File: src/hw/rtl/cpms_pkg.sv
`default_nettype none
package cpms_pkg;
	localparam int PHASE_BITS_DEF = 32;
	localparam int SINE_ITER_DEF = 16;
	localparam int SW = 36;
	localparam logic signed [SW-1:0] CORDIC_X0 = 36'sd652032874;

	localparam logic [2:0] REG_WP = 3'd0;
	localparam logic [2:0] REG_WQ = 3'd1;
	localparam logic [2:0] REG_GAIN = 3'd2;
	localparam logic [2:0] REG_F1 = 3'd3;
	localparam logic [2:0] REG_F2 = 3'd4;
	localparam logic [2:0] REG_ORD = 3'd5;

	function automatic logic signed [SW-1:0] atan_turn(input logic [4:0] i);
		case (i)
			5'd0: atan_turn = 36'sd536870912;
			5'd1: atan_turn = 36'sd316933406;
			5'd2: atan_turn = 36'sd167458907;
			5'd3: atan_turn = 36'sd85004756;
			5'd4: atan_turn = 36'sd42667331;
			5'd5: atan_turn = 36'sd21354465;
			5'd6: atan_turn = 36'sd10679838;
			5'd7: atan_turn = 36'sd5340245;
			5'd8: atan_turn = 36'sd2670163;
			5'd9: atan_turn = 36'sd1335087;
			5'd10: atan_turn = 36'sd667544;
			5'd11: atan_turn = 36'sd333772;
			5'd12: atan_turn = 36'sd166886;
			5'd13: atan_turn = 36'sd83443;
			5'd14: atan_turn = 36'sd41722;
			5'd15: atan_turn = 36'sd20861;
			5'd16: atan_turn = 36'sd10430;
			5'd17: atan_turn = 36'sd5215;
			5'd18: atan_turn = 36'sd2608;
			5'd19: atan_turn = 36'sd1304;
			5'd20: atan_turn = 36'sd652;
			5'd21: atan_turn = 36'sd326;
			5'd22: atan_turn = 36'sd163;
			5'd23: atan_turn = 36'sd81;
			5'd24: atan_turn = 36'sd41;
			5'd25: atan_turn = 36'sd20;
			5'd26: atan_turn = 36'sd10;
			5'd27: atan_turn = 36'sd5;
			5'd28: atan_turn = 36'sd3;
			5'd29: atan_turn = 36'sd1;
			5'd30: atan_turn = 36'sd1;
			default: atan_turn = 36'sd0;
		endcase
	endfunction
endpackage
`default_nettype wire

File: src/hw/rtl/cpms_cordic.sv
`default_nettype none
module cpms_cordic #(
	parameter int SINE_ITERATIONS = cpms_pkg::SINE_ITER_DEF
) (
	input  wire logic clk,
	input  wire logic arst_n,
	input  wire logic start,
	input  wire logic [31:0] angle,
	output logic done,
	output logic signed [cpms_pkg::SW-1:0] sine
);
	import cpms_pkg::*;
	localparam int CW = $clog2(SINE_ITERATIONS + 1);
	logic signed [SW-1:0] x_q, y_q, z_q, dx, dy;
	logic signed [SW-1:0] a, af;
	logic [CW-1:0] cnt_q;
	logic busy_q;

	// fold into [-1/4, +1/4] turn
	always_comb begin
		a = SW'($signed(angle));
		if (a > (SW'(1) <<< 30)) af = (SW'(1) <<< 31) - a;
		else if (a < -(SW'(1) <<< 30)) af = -(SW'(1) <<< 31) - a;
		else af = a;
		dx = y_q >>> cnt_q;
		dy = x_q >>> cnt_q;
	end

	always_ff @(posedge clk or negedge arst_n) begin
		if (!arst_n) begin
			busy_q <= 1'b0;
			cnt_q <= '0;
			done <= 1'b0;
		end else begin
			done <= 1'b0;
			if (start) begin
				busy_q <= 1'b1;
				cnt_q <= '0;
			end else if (busy_q) begin
				cnt_q <= cnt_q + CW'(1);
				if (cnt_q == CW'(SINE_ITERATIONS - 1)) begin
					busy_q <= 1'b0;
					done <= 1'b1;
				end
			end
		end
	end

	always_ff @(posedge clk) begin
		if (start) begin
			x_q <= CORDIC_X0;
			y_q <= '0;
			z_q <= af;
		end else if (busy_q) begin
			if (z_q >= 0) begin
				x_q <= x_q - dx;
				y_q <= y_q + dy;
				z_q <= z_q - atan_turn(5'(cnt_q));
			end else begin
				x_q <= x_q + dx;
				y_q <= y_q - dy;
				z_q <= z_q + atan_turn(5'(cnt_q));
			end
		end
	end
	assign sine = y_q;
endmodule
`default_nettype wire
File: config.mk
export PLATFORM = sky130hd
export DESIGN_NAME = cpms_cordic
export DESIGN_NICKNAME = d
export VERILOG_FILES = /design/src/hw/rtl/cpms_pkg.sv /design/src/hw/rtl/cpms_cordic.sv
export SDC_FILE = /design/constraint.sdc
export NUM_CORES = 1
export LEC_CHECK = 0
export BUFFER_PORTS_ARGS = -buffer_cell sky130_fd_sc_hd__buf_2
export CAP_MARGIN = 20
export CORE_AREA = 2 2 205 207
export DETAILED_ROUTE_END_ITERATION = 10
export DIE_AREA = 0 0 207 209
export GPL_TIMING_DRIVEN = 0
export SYNTH_ARGS = -nofsm -noshare
export SYNTH_HDL_FRONTEND = slang
export SYNTH_SLANG_ARGS = --single-unit
File: constraint.sdc
create_clock -name clk -period 18.6 [get_ports clk]
set_clock_uncertainty 0.1 [all_clocks]
set_input_delay 5.58 -clock clk [delete_from_list [all_inputs] [get_ports clk]]
set_output_delay 5.58 -clock clk [all_outputs]
set_load 0.02 [all_outputs]
== After elaboration in Yosys (flattened, before gate mapping) ==
Memories as Yosys holds them, arrays and structs flattened.
Index checks and enable logic that the tools add are counted.

* Bits in registers: 115
* Bits in latches: 0
* RAM bits: 0
* Bits in read-only memories: 1,920
* Bits of input ports: 35
* Output and inout port bits: 37
* Word-level logic and storage cells: 45
* Memories kept: 2

* $add $sub $neg: 9
* Multipliers: 0
* Div/mod/pow operators: 0
* Order comparisons: 3
* Eq/ne operators: 1
* Shift-type cells: 2
* Multiplexer cells: 21
* Bitwise operators: 0
* Reduce and logical (&&, ||, !) cells: 1

{| class="wikitable"
|+ Memories
! memory !! words !! bits a word !! rd ports !! clocked after Yosys merged registers in !! wr ports !! RTL line !! text
|-
| (no name shown) || 32 || 30 || 1 || 0 || 0 || cpms_pkg.sv:16 || <nowiki>case (i)</nowiki>
|-
| (no name shown) || 32 || 30 || 1 || 0 || 0 || cpms_pkg.sv:16 ||
|}

{| class="wikitable"
|+ Operators by type and width
! kind !! number
|-
| $mux W36 || 13
|-
| $add A36 B36 Y36 || 3
|-
| $sub A36 B36 Y36 || 3
|-
| $sshr A36 B5 Y36 || 2
|-
| $ge A36 B1 Y1 const B || 1
|-
| $sub A33 B32 Y34 const A || 1
|-
| $sub A32 B32 Y33 const A || 1
|-
| $gt A32 B32 Y1 const B || 1
|-
| $lt A32 B31 Y1 const B || 1
|-
| $mux W5 || 2
|-
| $mux W1 || 6
|-
| $add A5 B1 Y5 const B || 1
|-
| $eq A5 B4 Y1 const B || 1
|-
| $reduce_bool A2 Y1 || 1
|}

== Logic depth before layout (Yosys ltp) ==
* Depth after elaboration: 8
* Depth in mapped cells: 33
* Gate-level depth less buffers: 25

== Worst setup path before layout ==
No wires, ideal clock.

* Kind: input to register
* Start: input port angle[14]
* End: register z_q[14], data pin
* Setup time: 0.270 ns
* Arrival: 7.927 ns
* Data required time: 18.230 ns
* Slack: 10.302 ns
* Stages on the path: 10
* Buffers on the path: 1
* Path through: or3_1 > nor4_1 > nor2b_1 > nand3_1 > or4_1 > a21o_1 > buf_1 > o31ai_1 > xor2_1 > a21oi_1

* Word-level cells in the longest chain between the ends: 4
* Elaborated cells on any way between the ends: 7
* Classes of those cells: 2 x add/sub; 2 x order compare; 3 x mux

{| class="wikitable"
|+ RTL lines
! element !! RTL line !! text
|-
| from (decl) || cpms_cordic.sv:8 || <nowiki>input wire logic [31:0] angle,</nowiki>
|-
| $sub A32 B32 Y33 / $lt A32 B31 Y1 (equally long branches) || cpms_cordic.sv:23 || <nowiki>else if (a < -(SW'(1) <<< 30)) af = -(SW'(1) <<< 31) - a;</nowiki>
|-
| $mux W36 || cpms_cordic.sv:23 ||
|-
| $mux W36 (*) || cpms_cordic.sv:22 || <nowiki>if (a > (SW'(1) <<< 30)) af = (SW'(1) <<< 31) - a;</nowiki>
|-
| $mux W36 (*) || cpms_cordic.sv:50 || <nowiki>if (start) begin</nowiki>
|-
| to (signal assigned) || cpms_cordic.sv:58 || <nowiki>z_q <= z_q - atan_turn(5'(cnt_q));</nowiki>
|-
| to (signal assigned) || cpms_cordic.sv:62 || <nowiki>z_q <= z_q + atan_turn(5'(cnt_q));</nowiki>
|-
| to (decl) || cpms_cordic.sv:14 || <nowiki>logic signed [SW-1:0] x_q, y_q, z_q, dx, dy;</nowiki>
|}

Every way passes the cells marked *; elsewhere a longest branch is shown, timed or not.
A chain may end at the register's enable or synchronous reset.

== Worst setup path in the final report ==
* Start: register cnt_q[4]
* End: register y_q[35], in the netlist sine[35]

* Word-level cells in the longest chain between the ends: 3
* Elaborated cells on any way between the ends: 4
* Classes of those cells: 2 x add/sub; 1 x shift; 1 x mux

{| class="wikitable"
|+ RTL lines
! element !! RTL line !! text
|-
| from (decl) || cpms_cordic.sv:16 || <nowiki>logic [CW-1:0] cnt_q;</nowiki>
|-
| from (signal assigned) || cpms_cordic.sv:40 || <nowiki>cnt_q <= cnt_q + CW'(1);</nowiki>
|-
| $sshr A36 B5 Y36 (*) || cpms_cordic.sv:26 || <nowiki>dy = x_q >>> cnt_q;</nowiki>
|-
| $sub A36 B36 Y36 / $add A36 B36 Y36 (equally long branches) || cpms_cordic.sv:61, cpms_cordic.sv:57 ||
|-
| $mux W36 (*) || cpms_cordic.sv:55 || <nowiki>if (z_q >= 0) begin</nowiki>
|-
| to (signal assigned) || cpms_cordic.sv:57 || <nowiki>y_q <= y_q + dy;</nowiki>
|-
| to (signal assigned) || cpms_cordic.sv:61 || <nowiki>y_q <= y_q - dy;</nowiki>
|-
| to (decl) || cpms_cordic.sv:14 ||
|}

Marked as above.

==> results by group <==
Logic synthesis
  • Main synth FF type: dfxtp_1
  • Synthesized area: 17,900 um^2
  • Flop and latch count out of synthesis: 115
  • Sequential cell area fraction in the yosys report: 0.1507
  • Mapped Nets: 2,372
  • Synth warn: 0
  • EDFF count, synth: 36
  • Post-synthesis cell count: 2,216
  • Asr flop ratio synth: 0.06087
  • Syn_area_per_cell: 8.079 um^2
  • Unique cell type count in the Yosys netlist: 99

Timing
  • Setup TNS: 0 ps
  • Hold Vio Cnt, Final: 0
  • Slew @ Worst Pin: 1336 ps
  • RSZ-0062 raised after global routing: false
  • Slew headroom: 0.1091
  • Final WS setup: 9544 ps
  • Period utilization: 0.4869
  • Final setup vio count: 0
  • Fmax: 110.4 MHz
  • Fin. max-slew vios: 0
  • Hold Worst Slack: 427.7 ps
  • Minimum clock period: 9056 ps

Floorplan
  • Die height: 209 um
  • Starting Density: 0.4336
  • Boundary pin count: 72
  • Die Width: 207 um
  • Core area: 41,290 um^2
  • Area of the die: 43,260 um^2
  • Cell Rows: 75

Pwr
  • Sw Ratio: 0.5443
  • Flop pwr share: 0.131
  • Combinational share of power: 0.799
  • Peak VDD IR: 0.1577 mV
  • Power Internal: 2.123 mW
  • Tot Pwr: 4.659 mW
  • Clock power share: 0.070
  • Power Density: 237.9 nW/um^2
  • P_leak: 8.240 nW
  • Sw power: 2.536 mW

Hold path
  • Min-delay worst type: flip-flop to flip-flop

Global route
  • Largest net degree at the start of global routing: 37
  • Grt total ovfl: 0
  • Gr usage total: 0.4071
  • Vias in the first global route: 18,520
  • First-pass GRT wire length: 128,600 um
  • Initial antenna violation count: 2

Cells and area
  • Synth-to-layout area growth: 9.386%
  • Antenna diodes: 0
  • Multi-input logic area: 14,380 um^2
  • Final non-filler cell total: 2,865
  • Most common cell after layout, fill and taps aside: nand2_1
  • Layout cells sized above 1: 0.1324
  • Fill count: 4,125
  • Nets: 2,469
  • Most frequent cells in the layout: 247 x nand2_1, 201 x nor2_1, 174 x a21oi_1
  • Reg area: 2698 um^2

Worst setup path
  • Worst Setup End Kind: flip-flop
  • Startpoint types: flip-flop
  • WS Path Type: flip-flop to flip-flop
  • Crit path required time: 18,880 ps
  • Max Fanout on Critical Path: 10
  • WP data arrival: 9330 ps

CTS
  • CTS Buffer Depth: 2
  • Clock root cell: clkbuf_16
  • CTS tree: built
  • Setup bufs post-CTS: 0
  • H-tree Lvls: 4
  • Post-CTS Resized: 0
  • CTS clk-pin slew, worst paths: 60 ps
  • CTS buffer count: 17
  • Worst skew pair latency: 490 ps
  • Sink Count: 115
  • Hold-fix buffers, CTS: 0

Placed design
  • Placement Setup Slack: 9522 ps
  • Number of port buffers: 71
  • Post-detailed-placement half-perimeter wirelength: 70,850 um
  • GPL Wtd Cong: 1.045
  • Cells after DPL: 2,828

Routing
  • Final wirelength: 89,680 um
  • Vias/cell: 6.810
  • Initial DRC Count: 2,635
  • Detailed-route via count: 19,510
  • Wire per inst: 31.30 um
  • DR pass1 iterations: 9
  • Drt drc: 0
  • Antenna-violating nets left: 0

Status
  • Status: complete, no violations

Run
  • Max-Cap Viols: 0
==> state kept, by name, indices dropped and copies added (netlist names) <==
register  cells
done          1
sine         36
z_q          36
cnt_q         5
busy_q        1
x_q          36
==> layout make-up <==
cell class / instances / area share
clock buffers: 23 / 0.02492
multi-input cells: 1910 / 0.7343
inverters: 55 / 0.01054
repair buffers: 78 / 0.02287
plain buffers: 136 / 0.03163
flip-flops and latches: 115 / 0.1378
clock inverters: 9 / 0.003578
well taps: 539 / 0.03444
==> worst max-delay path, stage by stage, from the launching register on <==
cell and delay (ps):
dfrtp_1 520, clkbuf_1 600, clkbuf_1 650, buf_1 670, clkbuf_1 710, clkbuf_1 660, buf_1 570, clkbuf_1 690
nor2_1 110, o21ai_0 160, o21ai_0 340, xor2_1 310, ha_1 390, a21oi_1 150, nand3_1 110, nor2_1 100
o21ai_0 180, nand4_1 150, nand2_1 130, a31oi_1 420, o21ai_0 200, and3_1 200, mux2i_1 450, mux2_1 380
==> final timing paths <==
check,startpoint,to,slack (ps),depth (start not counted)
worst max-delay path,cnt_q[4],sine[35],9540,23
worst min-delay path,x_q[0],x_q[0],430,2
worst max register to register,cnt_q[4],sine[35],9540,23
worst min register to register,x_q[0],x_q[0],430,2
max in group asynchronous,arst_n,cnt_q[4],13380,1
min in group asynchronous,arst_n,busy_q,4840,1
==> power groups by stage <==
stage	Sequential, mW	Clock, mW	Combinational (mW)
6_report	0.609	0.325	3.72
5_1_grt	0.614	0.338	4.04
4_1_cts	0.599	0.333	3.62
3_5_place_dp	0.604	0	3.59
3_3_place_gp	0.599	0	3.53
2_1_floorplan	0.536	0	2.72
==> logic make-up (layout without fill, tap and decap cells) <==
group           after synthesis  after routing  share of synthesized area
buf+inv                     191            301                    0.04613
fa+ha+maj                   121            121                    0.08583
flops                       115            115                     0.1507
simple gates                692            692                     0.1806
xor+xnor                    208            208                     0.1018
compound gates              677            677                     0.2496
mux                         212            212                     0.1854
==> Yosys cell counts (21+ instances only) <==
| cell type | count | area [um^2] |
|---|---|---|
| buf_2 | 24 | 120.1 |
| xnor2_1 | 120 | 1051 |
| o21a_1 | 21 | 157.7 |
| nand2_1 | 247 | 927.1 |
| dfxtp_1 | 72 | 1441 |
| a21o_1 | 60 | 450.4 |
| mux2_2 | 33 | 371.6 |
| xor2_1 | 88 | 770.7 |
| edfxtp_1 | 36 | 1081 |
| inv_1 | 53 | 198.9 |
| a211oi_1 | 25 | 187.7 |
| nor3_1 | 27 | 135.1 |
| nand2b_1 | 33 | 206.5 |
| nor2_1 | 201 | 754.5 |
| mux2i_1 | 85 | 850.8 |
| a21oi_1 | 174 | 870.8 |
| buf_1 | 22 | 82.58 |
| clkbuf_1 | 77 | 289.0 |
| nand3_1 | 41 | 205.2 |
| ha_1 | 118 | 1476 |
| nor2b_1 | 30 | 187.7 |
| mux4_2 | 90 | 2027 |
| o31ai_1 | 26 | 195.2 |
| o21ai_0 | 157 | 785.8 |
==> layer usage <==
layer | global-route usage | up-vias | share of wire
li1 | - | 8513 | -
met1 | 0.5340 | 9420 | 0.41
met2 | 0.6002 | 1310 | 0.42
met3 | 0.1315 | 267 | 0.12
met4 | 0.2032 | 0 | 0.057
met5 | 0 | - | 0
==> metrics by stage <==
stage | utilization | instance area [um^2]
3_3_place_gp | 0.4585 | 18930
6_report | 0.4743 | 19580
5_1_grt | 0.4743 | 19580
2_1_floorplan | - | 17900
4_1_cts | 0.4726 | 19510
3_5_place_dp | 0.4591 | 18950
Power figures use the tool's default switching activity.
